--- config.mk ---
export PLATFORM = sky130hd
export DESIGN_NAME = hscs_emit
export DESIGN_NICKNAME = d
export VERILOG_FILES = /design/src/hscs_pkg.sv /design/src/hscs_emit.sv
export SDC_FILE = /design/constraint.sdc
export NUM_CORES = 1
export LEC_CHECK = 0
export BUFFER_PORTS_ARGS = -buffer_cell sky130_fd_sc_hd__buf_2
export CORE_ASPECT_RATIO = 1.75
export CORE_UTILIZATION = 38
export DETAILED_ROUTE_END_ITERATION = 10
export PLACE_DENSITY_LB_ADDON = 0.15
export SYNTH_ARGS = -nofsm -noshare
export SYNTH_HDL_FRONTEND = slang
export SYNTH_SLANG_ARGS = --single-unit
--- constraint.sdc ---
create_clock -name clk_i -period 10.25 [get_ports clk_i]
set_clock_uncertainty 0.1 [all_clocks]
set_input_delay 0.5125 -clock clk_i [delete_from_list [all_inputs] [get_ports clk_i]]
set_output_delay 0.5125 -clock clk_i [all_outputs]
set_load 0.02 [all_outputs]
--- src/hscs_pkg.sv ---
// Shared constants, types and hash helpers for the suffix collision search core.
`timescale 1ns / 1ps
package hscs_pkg;

  // Default sizes for the top level parameters
  localparam int unsigned CHARSET_SIZE_DEF = 62;
  localparam int unsigned PREFIX_LEN_DEF   = 8;
  localparam int unsigned TABLE_LEN        = 62;

  // Symbol string, first symbol in the top byte
  localparam logic [TABLE_LEN*8-1:0] CHARSET_STR =
    "abcdefghijklmnopqrstuvwxyzABCDEFGHIJKLMNOPQRSTUVXYZ0123456789_";

  // Configuration register map
  localparam int unsigned PADDR_W  = 3;
  localparam logic        REG_SEED = 1'b0;
  localparam logic        REG_GOAL = 1'b1;

  // Hash stage output handed to the lanes and the emitter
  typedef struct packed {
    logic        valid;
    logic        bad;
    logic [31:0] h33;
  } hscs_hash_t;

  // Symbol at a constant position
  function automatic logic [7:0] charset_sym(input int unsigned k);
    return CHARSET_STR[(TABLE_LEN-1-k)*8 +: 8];
  endfunction

  // Symbol at a signal-chosen position; zero past the end
  function automatic logic [7:0] sym_lookup(input logic [5:0] idx);
    logic [7:0] r;
    r = '0;
    for (int unsigned k = 0; k < TABLE_LEN; k++) begin
      if (idx == 6'(k)) r = charset_sym(k);
    end
    return r;
  endfunction

  // Membership mask over all byte values for the first n symbols
  function automatic logic [255:0] sym_mask(input int unsigned n);
    logic [255:0] m;
    m = '0;
    for (int unsigned k = 0; k < n; k++) m[charset_sym(k)] = 1'b1;
    return m;
  endfunction

  // h * 33 as shift and add
  function automatic logic [31:0] mul33(input logic [31:0] h);
    return h + {h[26:0], 5'b0};
  endfunction

  // One hash step: h * 33 xor sign-extended byte
  function automatic logic [31:0] mix(input logic [31:0] h, input logic [7:0] b);
    return mul33(h) ^ {{24{b[7]}}, b};
  endfunction

endpackage

--- src/hscs_emit.sv ---
// Merge stage: collects lane hits and emits them in symbol order into the output register.
`timescale 1ns / 1ps
module hscs_emit #(
  parameter int unsigned N_LANES = 62
) (
  input  logic                 clk_i,
  input  logic                 rst_ni,
  input  hscs_pkg::hscs_hash_t hash_i,
  input  logic [N_LANES-1:0]   hit_i,
  input  logic [7:0]           goal_lo_i,
  output logic                 en_o,
  output logic                 out_valid_o,
  input  logic                 out_ready_i,
  output logic                 found_o,
  output logic [7:0]           second_char_o,
  output logic [7:0]           final_char_o,
  output logic                 last_o
);
  import hscs_pkg::*;

  localparam int unsigned IDX_W = (N_LANES > 1) ? $clog2(N_LANES) : 1;

  logic               em_valid_q, em_valid_d;
  logic [N_LANES-1:0] em_mask_q, em_mask_d;
  logic [7:0]         em_hlo_q, em_hlo_d;

  logic               out_valid_q, out_valid_d;
  logic               found_q, found_d, last_q, last_d;
  logic [7:0]         second_q, second_d, final_q, final_d;

  logic [N_LANES-1:0] low_bit, rest;
  logic [IDX_W-1:0]   idx;
  logic [7:0]         sym, mixed, fin;
  logic               slot_free, emit, em_last, any_hit;

  // Lowest pending hit and its symbol
  always_comb begin
    low_bit = em_mask_q & (~em_mask_q + N_LANES'(1));
    rest    = em_mask_q & ~low_bit;
    idx     = '0;
    for (int unsigned k = 0; k < N_LANES; k++) begin
      if (low_bit[k]) idx = idx | IDX_W'(k);
    end
  end

  assign sym     = sym_lookup(6'(idx));
  // Closing byte only needs the low byte of the hash
  assign mixed   = em_hlo_q ^ sym;
  assign fin     = goal_lo_i ^ (mixed + {mixed[2:0], 5'b0});
  assign any_hit = |em_mask_q;

  assign slot_free = !out_valid_q || out_ready_i;
  assign emit      = em_valid_q && slot_free;
  assign em_last   = (rest == '0);
  assign en_o      = !em_valid_q || (slot_free && em_last);

  // Pending item
  always_comb begin
    em_valid_d = em_valid_q;
    em_mask_d  = em_mask_q;
    em_hlo_d   = em_hlo_q;
    if (en_o) begin
      em_valid_d = hash_i.valid;
      em_mask_d  = hash_i.bad ? '0 : hit_i;
      em_hlo_d   = hash_i.h33[7:0];
    end else if (emit) begin
      em_mask_d  = rest;
    end
  end

  // Output register
  always_comb begin
    out_valid_d = out_valid_q;
    found_d     = found_q;
    second_d    = second_q;
    final_d     = final_q;
    last_d      = last_q;
    if (emit) begin
      out_valid_d = 1'b1;
      found_d     = any_hit;
      second_d    = any_hit ? sym : 8'h00;
      final_d     = any_hit ? fin : 8'h00;
      last_d      = em_last;
    end else if (out_ready_i) begin
      out_valid_d = 1'b0;
    end
  end

  always_ff @(posedge clk_i or negedge rst_ni) begin
    if (!rst_ni) begin
      em_valid_q  <= 1'b0;
      out_valid_q <= 1'b0;
    end else begin
      em_valid_q  <= em_valid_d;
      out_valid_q <= out_valid_d;
    end
  end

  always_ff @(posedge clk_i) begin
    em_mask_q <= em_mask_d;
    em_hlo_q  <= em_hlo_d;
    found_q   <= found_d;
    second_q  <= second_d;
    final_q   <= final_d;
    last_q    <= last_d;
  end

  assign out_valid_o   = out_valid_q;
  assign found_o       = found_q;
  assign second_char_o = second_q;
  assign final_char_o  = final_q;
  assign last_o        = last_q;

endmodule
After elaboration in Yosys (flattened, before gate mapping)
Index checks and enable logic that the tools add are counted.

word-level totals
  input bits = 107
  output and inout port bits = 20
  register bits after elaboration = 90
  logic and storage cells = 218

cells by class
  reductions and logical operators = 11
  equal/unequal tests = 61
  muxes and demuxes = 130
  $add $sub $neg = 2
  bitwise logic cells = 6

operators with widths
  kind                     number
  $mux W8                  60
  $mux W62                 4
  $eq A6 B6 Y1 const B     30
  $mux W6                  30
  $and A62 B62 Y62         2
  $not A62 Y62             2
  $eq A6 B5 Y1 const B     16
  $mux W5                  16
  $add A62 B1 Y62 const B  1
  $logic_not A62 Y1        1
  $reduce_or A62 Y1        1
  $eq A6 B4 Y1 const B     8
  $mux W4                  8
  $eq A6 B3 Y1 const B     4
  $xor A8 B8 Y8            2
  $mux W7                  2
  $eq A6 B2 Y1 const B     2
  $mux W3                  4
  $add A8 B8 Y8            1
  $eq A6 B1 Y1 const B     1
  $logic_not A6 Y1         1
  $mux W1                  4
  $mux W2                  2
  $reduce_bool A2 Y1       2
  other kinds (3)          6

Logic depth before layout (Yosys ltp)
Gate-level depths: netlist of the first run.

  depth in word-level cells = 130
  mapped depth = 22
  gate-level depth less buffers = 18

Worst setup path before layout of the first run
No wires, ideal clock.

  path type = register -> register
  start point = register em_mask_q[9]
  end point = register final_q[7], in the netlist final_char_o[7], data pin
  path buffers = 2
  path slack = 5056 ps
  cell stages (with the launch flop) = 21
  setup time = 146 ps
  data arrival time = 4948 ps
  clock period less this slack = 5194 ps
  data required time = 10004 ps
  path through = edfxtp_1 -> nor4_2 -> nand4_1 -> buf_2 -> or2_2 -> or4_4 -> and4_1 -> and3_1 -> buf_2 -> o21ai_0 -> o21ai_0 -> a311oi_1 -> nand3_1 -> xor2_1 -> ha_1 -> inv_1 -> fa_1 -> xor2_1 -> xnor2_1 -> or3_1 -> a21oi_1

on the way
  longest elaborated chain between the ends = 122
  elaborated cells on any way between the ends = 184
  classes of those cells = add/sub: 2; eq/ne: 61; mux: 115; bitwise: 4; reduce/logical: 2

RTL lines
  item                    line              RTL
  from (decl)             hscs_emit.sv:24   logic [N_LANES-1:0] em_mask_q, em_mask_d;
  from (signal assigned)  hscs_emit.sv:100  em_mask_q <= em_mask_d;
  $not A62 Y62            hscs_emit.sv:38   low_bit = em_mask_q & (~em_mask_q + N_LANES'(1));
  $add A62 B1 Y62         hscs_emit.sv:38
  $and A62 B62 Y62        hscs_emit.sv:38
  $mux W4 (7 in series)   hscs_emit.sv:42   if (low_bit[k]) idx = idx | IDX_W'(k);
  $mux W5 (16 in series)  hscs_emit.sv:42
  $mux W6 (30 in series)  hscs_emit.sv:42
  $logic_not A6 Y1        hscs_pkg.sv:36    if (idx == 6'(k)) r = charset_sym(k);
  $mux W7 (2 in series)   hscs_pkg.sv:36
  $mux W8 (60 in series)  hscs_pkg.sv:36
  $xor A8 B8 Y8           hscs_emit.sv:48   assign mixed = em_hlo_q ^ sym;
  $add A8 B8 Y8           hscs_emit.sv:49   assign fin = goal_lo_i ^ (mixed + {mixed[2:0], 5'b0});
  $xor A8 B8 Y8           hscs_emit.sv:49
  to (signal assigned)    hscs_emit.sv:104  final_q <= final_d;
  to (decl)               hscs_emit.sv:29   logic [7:0] second_q, second_d, final_q, final_d;

Parallel ways exist; a longest one is shown, timed or not.
A chain may end at the register's enable or synchronous reset.

Final worst setup path of the first run
  start point = register em_mask_q[14]
  end point = output en_o

on the way
  longest elaborated chain between the ends = 8

RTL lines
  item                   line             RTL
  $not A62 Y62           hscs_emit.sv:38
  $add A62 B1 Y62        hscs_emit.sv:38
  $and A62 B62 Y62       hscs_emit.sv:38
  $not A62 Y62           hscs_emit.sv:39  rest = em_mask_q & ~low_bit;
  $and A62 B62 Y62 *     hscs_emit.sv:39
  $logic_not A62 Y1 *    hscs_emit.sv:54  assign em_last = (rest == '0);
  named net em_last      hscs_emit.sv:34  logic slot_free, emit, em_last, any_hit;
  $logic_and A1 B1 Y1 *  hscs_emit.sv:55  assign en_o = !em_valid_q || (slot_free && em_last);
  $logic_or A1 B1 Y1 *   hscs_emit.sv:55
  to (decl)              hscs_emit.sv:11  output logic en_o,

Mark *: on every way through the listed nets, which the timed path passes. The rest lies on a longest branch.

==> key figures, run 1 <==
Setup path
  • Crit path required time: a little under 10 ns
  • Crit path launch type: flop
  • Worst EP arrival: 6.09 ns
  • Critical path class: flop to primary output
  • Crit-path max FO: 37
  • Worst Setup End Kind: primary output

Final layout
  • Ant diodes: 0
  • Area Overhead vs Synth: 12.1%
  • Layout cells sized above 1: 0.189
  • Final nets: between 1000 and 1500
  • Fill cells: about 2000

Placed design
  • Routability cong.: roughly 1.0
  • Detailed Place HPWL: 21000 um
  • Port Buffers: 101

Status
  • Outcome: finished clean

Clock network
  • Post_cts resized: 0
  • Clk slew on worst S/H paths: 0.06 ns
  • Root Driver: clkbuf_16
  • Clock sinks: 89
  • Clk buf depth: 2
  • Post-CTS setup buffer count: 0
  • Max H-tree Level: 3
  • Latest clock arrival within the worst-skew pair: roughly 0.37 ns
  • CTS Buf Count: 9
  • CTS Hold Bufs: 1
  • CTS tree: done

Yosys
  • Mapped Cells: 829
  • Number of synthesized register bits: 89
  • YS warnings: 0
  • Most frequent cell after synthesis: edfxtp_1
  • Area leader, netlist: edfxtp_1
  • Commonest cells post-synth: edfxtp_1 (87), nand2_1 (72), nand2b_1 (67), mux2i_1 (59), nor2_1 (57)
  • Top cell type's share of synthesized area: 0.350
  • Cell variety after synth: 81
  • Post-Synthesis Net Count: 938
  • Netlist Area Pre-Place: 7470 sq um
  • Most used DFF post-synth: edfxtp_1
  • Synth async-reset ratio: 0.0225
  • Synth top area cells: edfxtp_1 (35%), mux2i_1 (7.9%), nand2b_1 (5.6%)
  • Mean post-synth cell area: 9.01 sq um
  • Sequential area share after synthesis: 0.356
  • EDFF count, synth: 87

Global routing
  • Grt total ovfl: 0
  • Pin count of the biggest net entering global routing: 63
  • First-pass GRT wire length: approximately 41000 um
  • Initial antenna violation count: 0
  • GRT Total Usage: 0.276
  • Via count of the first global-routing pass: 7145

STA
  • Worst Tran Pin Value: 0.938 ns
  • Hold WS: ~0.22 ns
  • Unrepaired setup endpoints after global routing: no
  • Final worst path period share: 0.653
  • Final Setup Violations: 0
  • Fmax: about 150 MHz
  • Slew headroom: 0.370
  • Max Slew Vio Count: 0
  • TNS Setup: 0 ns
  • Final Hold Viols: 0
  • Final min period: 6.70 ns

Route
  • Met2 routed WL: around 14000 um
  • Highest routed metal layer: met4
  • DR vias: between 7000 and 8000
  • Drt pass-1 iters: 5
  • Post-Route WL: 26800 um
  • Via/cell ratio: 6.15
  • Routed Antenna Nets: 0
  • Routed length per instance: between 20 and 25 um
  • DRC errors left: 0
  • Initial DRC Count: roughly 370
  • Met3 wire len: between 1000 and 1500 um
  • Met1 wire length: 9760 um

Power
  • P_leak: ~0.0028 uW
  • Pwr dens: 111 nW/um^2
  • Peak VDD IR: between 0.00008 and 0.00009 V

Floorplan
  • Effective utilization at floorplan: 0.389
  • IO Pins: 127
  • Die width: approximately 110 um
  • Die area: 20300 sq um
  • Die Ht: 188 um
  • Total core area: 19200 sq um
  • Row cnt: 67

Flow run
  • Max-Cap Viols: 0

Min path
  • Hold/Removal Path Class: input port to flop
[sequential cells by signal (all words and copies together) (netlist names)]
signal	count
final_char_o	8
out_valid_o	1
last_o	1
em_valid_q	1
second_char_o	7
found_o	1
em_hlo_q	8
em_mask_q	62
[through the flow]
| step | utilization | area [sq um] | power (uW) | setup slack, ns | instances |
|---|---|---|---|---|---|
| 2_1_floorplan | - | 7470 | 548 | 5.06 | 829 |
| 3_3_place_gp | 0.421 | 8080 | 601 | 3.89 | 1130 |
| 3_5_place_dp | 0.421 | 8080 | 602 | 3.83 | 1130 |
| 4_1_cts | 0.436 | 8380 | 934 | 3.54 | 1147 |
| 5_1_grt | 0.436 | 8380 | 962 | 3.22 | 1147 |
| 6_report | 0.436 | 8380 | 926 | 3.55 | 1147 |
[layout make-up]
class	count	area [sq um]	area share
Clock buffer	9	225	0.0269
Multi-Input combinational cell	667	4450	0.531
Inverter	21	78.8	0.00941
Clock inverter	7	61.3	0.00732
Tap cell	241	302	0.0360
Sequential cell	89	2660	0.318
Timing Repair Buffer	113	598	0.0714
[metal layers]
metal / GRT usage / up-vias
met5: 0 / -
met4: 0.200 / 0
met3: 0.0379 / 95
met2: 0.491 / 276
met1: 0.290 / 3366
li1: - / 3319
[kinds of logic (layout without fill, tap and decap cells)]
logic type	Yosys count	count (layout)	share of synthesized area
simple gates	447	447	0.354
compound gates	137	137	0.129
flops	89	89	0.356
buf+inv	73	150	0.0489
mux	63	63	0.0856
xor+xnor	14	14	0.0182
fa+ha+maj	5	5	0.00837
other cells	1	1	0.000502
[path summary, 6_finish.rpt]
kind,from,endpoint,slack (ns),depth (start not counted)
max in group asynchronous,rst_ni,out_valid_o$_DFFE_PN0P_,9.60,2
worst min-delay path,hash_i[4],em_hlo_q[4]$_DFFE_PN_,0.22,1
min in group asynchronous,rst_ni,em_valid_q$_DFFE_PN0N_,0.36,2
worst min register to register,out_valid_o$_DFFE_PN0P_,out_valid_o$_DFFE_PN0P_,0.45,2
worst max register to register,em_mask_q[14]$_DFFE_PP_,final_char_o[7]$_SDFFCE_PN0P_,3.80,18
worst max-delay path,em_mask_q[14]$_DFFE_PP_,en_o,3.55,12
[layout by cell type (no fill, tap or decap), types with 14 or more instances in the layout]
cell      netlist  layout
a21oi_1        24      24
nor4_1         38      38
o21ai_0        33      33
or3_1          14      14
or4_1          16      16
nand2b_1       67      67
edfxtp_1       87      87
buf_2          22     101
nor3_1         35      35
inv_1          21      21
nor2_1         57      57
mux2i_1        59      59
nand2_1        72      72
nand4_1        27      27
nand3_1        43      43
[power by group]
part | total, uW | internal (uW) | switching, uW
sequential | 460 | 425 | 35.1
combinational | 136 | 56.1 | 79.6
clock | 330 | 186 | 145
[worst max-delay path, stage by stage (launching register included)]
cell and delay [ns]:
edfxtp_1 0.60, nor4_4 0.68, nand4_2 0.42, nor3_2 0.58, nand3_1 0.30, o41ai_1 0.62
nand3_1 0.12, a2111oi_0 0.55, and4bb_2 0.36, nand2_1 0.09, nand2_4 0.49, buf_4 0.61
buf_2 0.27
No activity file was read; power rests on OpenSTA's default activity.
==> run 2, diff against run 1 <==
clock period = 6.4 ns   (was 10.25 ns; I/O delays follow)
==> key figures, run 2 (synthesis gave the netlist of run 1 again) <==
Final layout
  • Commonest cells after routing, fill and taps aside: buf_2 (101), edfxtp_1 (87), nand2_1 (72)
  • Layout cells sized above 1: 0.226 (+0.0368)
  • Number of flip-flops in the largest register: 62 (unchanged)
  • Ant diodes: 0 (unchanged)
  • Multi-input combinational cell area: 4450 sq um (unchanged)
  • Largest Register: em_mask_q
  • Area occupied by registers: 2660 sq um (unchanged)
  • Final nets: 1053 (+4.3%)
  • Commonest non-fill, non-tap cell in the layout: buf_2
  • Area Overhead vs Synth: 16.6%
  • Final Util: 0.454 (+0.0175)
  • Layout Cell Area excl Fill: 8710 sq um (+4.0%)
  • Fill cells: 1948 (-0.81%)

Global routing
  • Grt total ovfl: 0 (unchanged)
  • First-pass GRT wire length: 42400 um (+2.4%)
  • GRT Total Usage: 0.288 (+0.0113)
  • Via count of the first global-routing pass: 7235 (+1.3%)
  • Initial antenna violation count: 0 (unchanged)
  • Pin count of the biggest net entering global routing: 63 (unchanged)

Route
  • Routed length per instance: 23.6 um (+1.0%)
  • Initial DRC Count: 484 (+30%)
  • Met1 wire length: 10100 um (+3.8%)
  • DR vias: 7194 (+2.0%)
  • Met3 wire len: 1170 um (+5.1%)
  • Met2 routed WL: 14700 um (+5.8%)
  • Drt pass-1 iters: 8 (+3)
  • Routed Antenna Nets: 0 (unchanged)
  • Via/cell ratio: 6.05 (-1.7%)
  • Post-Route WL: 28100 um (+4.8%)
  • DRC errors left: 0 (unchanged)
  • Highest routed metal layer: met4

Floorplan
  • Die area: 20300 sq um (unchanged)
  • Effective utilization at floorplan: 0.389 (unchanged)
  • Die Ht: 188 um (unchanged)
  • Die width: 108 um (unchanged)
  • Total core area: 19200 sq um (unchanged)
  • IO Pins: 127 (unchanged)
  • Row cnt: 67 (unchanged)

Clock network
  • Root Driver: clkbuf_16
  • Clk slew on worst S/H paths: 0.06 ns (about the same)
  • CTS Buf Count: 9 (unchanged)
  • Post_cts resized: 0 (unchanged)
  • Clk buf depth: 2 (unchanged)
  • Latest clock arrival within the worst-skew pair: 0.37 ns (about the same)
  • Max H-tree Level: 3 (unchanged)
  • CTS tree: done
  • Post-CTS setup buffer count: 0 (unchanged)
  • CTS Hold Bufs: 1 (unchanged)
  • Clock sinks: 89 (unchanged)

Status
  • Outcome: finished clean

Setup path
  • Slowest CP cell: nor4_4
  • Crit path buffers/inverters: 2 (unchanged)
  • Crit path launch type: flop
  • CP Launch Point: em_mask_q[14]$_DFFE_PP_
  • Worst reg2reg setup slack: 0.48 ns (-3.32 ns)
  • Reg-to-Reg End: final_char_o[7]$_SDFFCE_PN0P_
  • Worst Setup End Kind: flop
  • Crit path required time: 6.52 ns (-3.12 ns)
  • CP max stage delay: 0.65 ns (-0.03 ns)
  • CP delay by family, top: simple AND/OR/NAND/NOR gates
  • Stages on the worst setup path: 19 (+7)
  • Critical R2R Launch: em_mask_q[14]$_DFFE_PP_
  • FF-to-FF path depth: 19 (+1)
  • Critical path class: flop to flop
  • End of the critical path: final_char_o[7]$_SDFFCE_PN0P_
  • Crit-path max FO: 8 (-78%)
  • Worst EP arrival: 6.04 ns (-0.05 ns)
  • Worst-path cell chain: nor4_4, nand4_2, or3_1, nor4_2, a2111oi_1, and4_1, a21oi_1, o32ai_2, nor4b_1, buf_4, nand3_1, xor2_1, ha_1, inv_1, fa_1, xor2_1, xnor2_1, or3_1, a21oi_1

Placed design
  • Detailed Place HPWL: 22500 um (+6.9%)
  • Dpl ws: 0.479 ns (-3.35 ns)
  • Port Buffers: 101 (unchanged)
  • Routability cong.: 1.04 (+1.6%)
  • Post-DP Area: 8420 sq um (+4.1%)

Power
  • Pwr dens: 172 nW/um^2 (+56%)
  • Peak VDD IR: 0.000138 V (+61%)
  • P_leak: 0.00301 uW (+7.8%)

STA
  • Fmax: 169 MHz
  • Max Slew Vio Count: 0 (unchanged)
  • Final min period: 5.92 ns
  • TNS Setup: 0 ns (unchanged)
  • Slew headroom: 0.233 (-0.136)
  • Fin worst setup slack: 0.477 ns (-3.08 ns)
  • Final Setup Violations: 0 (unchanged)
  • Final worst path period share: 0.925
  • Final Hold Viols: 0 (unchanged)
  • Worst Tran Pin Value: 1.14 ns (+0.202 ns)
  • Unrepaired setup endpoints after global routing: no

Min path
  • Hold/Removal Path Class: input port to flop
  • Hold Crit Depth: 1 (unchanged)

Flow run
  • Max-Cap Viols: 0 (unchanged)
==> run 2: per-layer routing <==
metal / global-route usage / vias to the layer above
li1: - / 3403
met1: 0.295 / 3405
met2: 0.520 / 281
met3: 0.0396 / 105
met4: 0.205 / 0
met5: 0 / -
==> run 2: how the worst min path moves through the flow <==
stage	slack, ns	from	endpoint
floorplan	-0.08	rst_ni	em_valid_q$_DFFE_PN0N_
global placement	0.008	rst_ni	em_valid_q$_DFFE_PN0N_
global route	0.01	hash_i[4]	em_hlo_q[4]$_DFFE_PN_
detailed placement	0.01	rst_ni	em_valid_q$_DFFE_PN0N_
CTS	0.02	hash_i[0]	em_hlo_q[0]$_DFFE_PN_
finish	0.03	hash_i[4]	em_hlo_q[4]$_DFFE_PN_
==> run 2: metrics by stage <==
stage / cells / total power, uW / hold WS, ns
floorplan: 829 / 878 / -0.0756
global placement: 1173 / 978 / 0.00776
detailed placement: 1173 / 980 / 0.0100
CTS: 1190 / 1510 / 0.0158
global route: 1190 / 1560 / 0.0136
finish: 1190 / 1500 / 0.0255
==> run 2: layout make-up <==
cell class / count / share of cell area
Multi-Input combinational cell: 667 / 0.511
Timing Repair Buffer: 156 / 0.107
Clock buffer: 10 / 0.0263
Tap cell: 241 / 0.0346
Sequential cell: 89 / 0.306
Clock inverter: 6 / 0.00675
Inverter: 21 / 0.00905
==> run 2: worst reg2reg max path: stages (launching register included) <==
cell and delay, ns:
edfxtp_1 0.48, nor4_4 0.66, nand4_2 0.46, or3_1 0.59, nor4_2 0.49, a2111oi_1 0.25, and4_1 0.31, a21oi_1 0.17
o32ai_2 0.12, nor4b_1 0.34, buf_4 0.18, nand3_1 0.09, xor2_1 0.16, ha_1 0.16, inv_1 0.05, fa_1 0.39
xor2_1 0.19, xnor2_1 0.14, or3_1 0.31, a21oi_1 0.16
==> run 2: power breakdown <==
group	total [uW]	internal [uW]	switching, uW	leakage [uW]
sequential	728	681	47.7	0.000859
combinational	241	100	141	0.00201
clock	534	300	234	0.000138
==> run 3, diff against run 2 <==
CTS_CLUSTER_DIAMETER = 80   (was not set)
PLACE_DENSITY = 0.64   (was not set)
PLACE_DENSITY_LB_ADDON = not set   (was 0.15)
==> key figures, run 3 (synthesis gave the netlist of run 1 again) <==
Final layout
  • Largest Register: em_mask_q
  • Layout Cell Area excl Fill: 8840 sq um (+1.4%)
  • Ant diodes: 0 (unchanged)
  • Fill cells: 1891 (-2.9%)
  • Layout cells sized above 1: 0.238 (+0.0120)
  • Area Overhead vs Synth: 18.3%
  • Fin cells: 1201 (+0.92%)
  • Commonest non-fill, non-tap cell in the layout: buf_2
  • Final nets: 1064 (+1.0%)
  • Number of flip-flops in the largest register: 62 (unchanged)
  • Commonest cells after routing, fill and taps aside: buf_2 (101), edfxtp_1 (87), nand2_1 (72)

Floorplan
  • Die area: 20300 sq um (unchanged)
  • IO Pins: 127 (unchanged)
  • Row cnt: 67 (unchanged)
  • Total core area: 19200 sq um (unchanged)
  • Die Ht: 188 um (unchanged)
  • Die width: 108 um (unchanged)
  • Effective utilization at floorplan: 0.389 (unchanged)

Route
  • Post-Route WL: 28100 um (about the same)
  • Initial DRC Count: 542 (+12%)
  • DRC errors left: 0 (unchanged)
  • Routed Antenna Nets: 0 (unchanged)
  • Via/cell ratio: 6.07 (+0.35%)
  • DR vias: 7286 (+1.3%)
  • Routed length per instance: 23.4 um (-0.90%)
  • Drt pass-1 iters: 7 (-1)

Placed design
  • Dpl ws: 0.440 ns (-0.0394 ns)
  • Routability cong.: 1.00 (-3.4%)
  • Port Buffers: 101 (unchanged)
  • Placed Cells incl. Taps: 1184 (+0.94%)
  • Post-DP Area: 8500 sq um (+0.98%)
  • Detailed Place HPWL: 22600 um (+0.60%)

Setup path
  • Crit path required time: 6.52 ns (about the same)
  • Critical path class: flop to flop
  • Worst Setup End Kind: flop
  • FF-to-FF path depth: 19 (unchanged)
  • Slowest CP cell: or3_1
  • CP max stage delay: 0.68 ns (+0.03 ns)
  • Crit path launch type: flop
  • Worst reg2reg setup slack: 0.34 ns (-0.13 ns)
  • Worst EP arrival: 6.18 ns (+0.14 ns)
  • Crit-path max FO: 9 (+1)
  • Worst-path cell chain: nor4_1, nand4_1, or3_1, nor4_2, a2111oi_1, and4_1, a21oi_1, o32ai_2, nor4b_1, buf_4, nand3_1, xor2_1, ha_1, inv_1, fa_1, xor2_1, xnor2_1, or3_1, a21oi_1
  • Critical R2R Launch: em_mask_q[3]$_DFFE_PP_
  • Reg-to-Reg End: final_char_o[7]$_SDFFCE_PN0P_

Power
  • Pint: 1140 uW (+5.4%)
  • Sw Share: 0.276 (-0.00466)
  • Peak VDD IR: 0.000141 V (+2.6%)
  • P_leak: 0.00308 uW (+2.5%)
  • Pwr dens: 178 nW/um^2 (+3.3%)
  • Clock power share: 0.381 (+0.026)
  • Reg power frac: 0.457 (-0.028)
  • Psw: 435 uW (+3.0%)
  • Gate power share: 0.162 (+0.002)

STA
  • Fmax: 165 MHz (-2.2%)
  • Slew headroom: 0.328 (+0.0947)
  • Worst Tran Pin Value: 0.999 ns (-0.141 ns)
  • Final worst path period share: 0.946 (+0.0210)
  • Fin worst setup slack: 0.343 ns (-0.134 ns)
  • Max Slew Vio Count: 0 (unchanged)
  • Unrepaired setup endpoints after global routing: no
  • Final min period: 6.06 ns (+0.134 ns)
  • Final Hold Viols: 0 (unchanged)
  • Final Setup Violations: 0 (unchanged)
  • TNS Setup: 0 ns (unchanged)

Clock network
  • Root Driver: clkbuf_16
  • Clk buf depth: 2 (unchanged)
  • Clk slew on worst S/H paths: 0.07 ns (about the same)
  • Max H-tree Level: 3 (unchanged)
  • Post-CTS setup buffer count: 0 (unchanged)
  • CTS Buf Count: 9 (unchanged)
  • Clock sinks: 89 (unchanged)
  • Latest clock arrival within the worst-skew pair: 0.37 ns (about the same)
  • CTS tree: done

Global routing
  • GRT Total Usage: 0.285 (-0.00304)
  • Grt total ovfl: 0 (unchanged)
  • Pin count of the biggest net entering global routing: 63 (unchanged)
  • Initial antenna violation count: 0 (unchanged)
  • First-pass GRT wire length: 41900 um (-0.98%)
  • Via count of the first global-routing pass: 7252 (+0.23%)

Flow run
  • Max-Cap Viols: 0 (unchanged)

Min path
  • Worst hold endpoint: em_hlo_q[5]$_DFFE_PN_
  • Hold_sp: hash_i[5]
  • Hold Crit Depth: 1 (unchanged)
  • Hold/Removal Path Class: input port to flop

Status
  • Outcome: finished clean
[run 3: what timing repair did]
action,in CTS,in global routing
hold buffers,1,0
gates resized for setup,0,0
endpoints found under the setup margin,0,0
hold endpoints to repair,2,0
[run 3: power by group through the flow]
stage	combinational [uW]	clock (uW)	sequential (uW)
2_1_floorplan	154	0	724
3_5_place_dp	254	0	731
6_report	255	599	720
5_1_grt	278	626	724
3_3_place_gp	250	0	731
4_1_cts	255	610	719
[run 3: worst max-delay path by stage]
stage / from / cells past startpoint / to
2_1_floorplan: em_mask_q[9]$_DFFE_PP_ / 20 / final_char_o[7]$_SDFFCE_PN0P_
3_3_place_gp: em_mask_q[3]$_DFFE_PP_ / 19 / final_char_o[7]$_SDFFCE_PN0P_
3_5_place_dp: em_mask_q[3]$_DFFE_PP_ / 19 / final_char_o[7]$_SDFFCE_PN0P_
4_1_cts: em_mask_q[3]$_DFFE_PP_ / 19 / final_char_o[7]$_SDFFCE_PN0P_
5_1_grt: em_mask_q[3]$_DFFE_PP_ / 19 / final_char_o[7]$_SDFFCE_PN0P_
6_report: em_mask_q[3]$_DFFE_PP_ / 19 / final_char_o[7]$_SDFFCE_PN0P_
[run 3: stage by stage]
| stage | hold WS (ns) | power, uW | utilization |
|---|---|---|---|
| 2_1_floorplan | -0.0756 | 878 | - |
| 3_3_place_gp | 0.00502 | 982 | 0.443 |
| 3_5_place_dp | 0.00731 | 985 | 0.443 |
| 4_1_cts | 0.0128 | 1580 | 0.460 |
| 5_1_grt | 0.0130 | 1630 | 0.460 |
| 6_report | 0.0216 | 1570 | 0.460 |
[run 3: layout make-up]
class | instances | area [sq um] | area share
multi-input combinational | 667 | 4450 | 0.504
timing repair buffer | 167 | 1020 | 0.115
clock inverter | 6 | 90.1 | 0.0102
sequential | 89 | 2660 | 0.301
tap | 241 | 302 | 0.0341
inverter | 21 | 78.8 | 0.00892
clock buffer | 10 | 239 | 0.0270
[run 3: worst max-delay path, delay by kind of cell (launching register included)]
kind	cells	cell delay, ns
xor+xnor	3	0.50
flops	1	0.39
fa+ha+maj	2	0.55
buf+inv	2	0.24
compound gates	4	0.68
simple gates	8	3.43
[run 3: per-layer routing]
layer,up-vias,GRT usage,part of all wire
met1,3449,0.291,0.35
met4,0,0.218,0.079
met2,295,0.510,0.52
met5,-,0,0
li1,3435,-,-
met3,107,0.0368,0.043
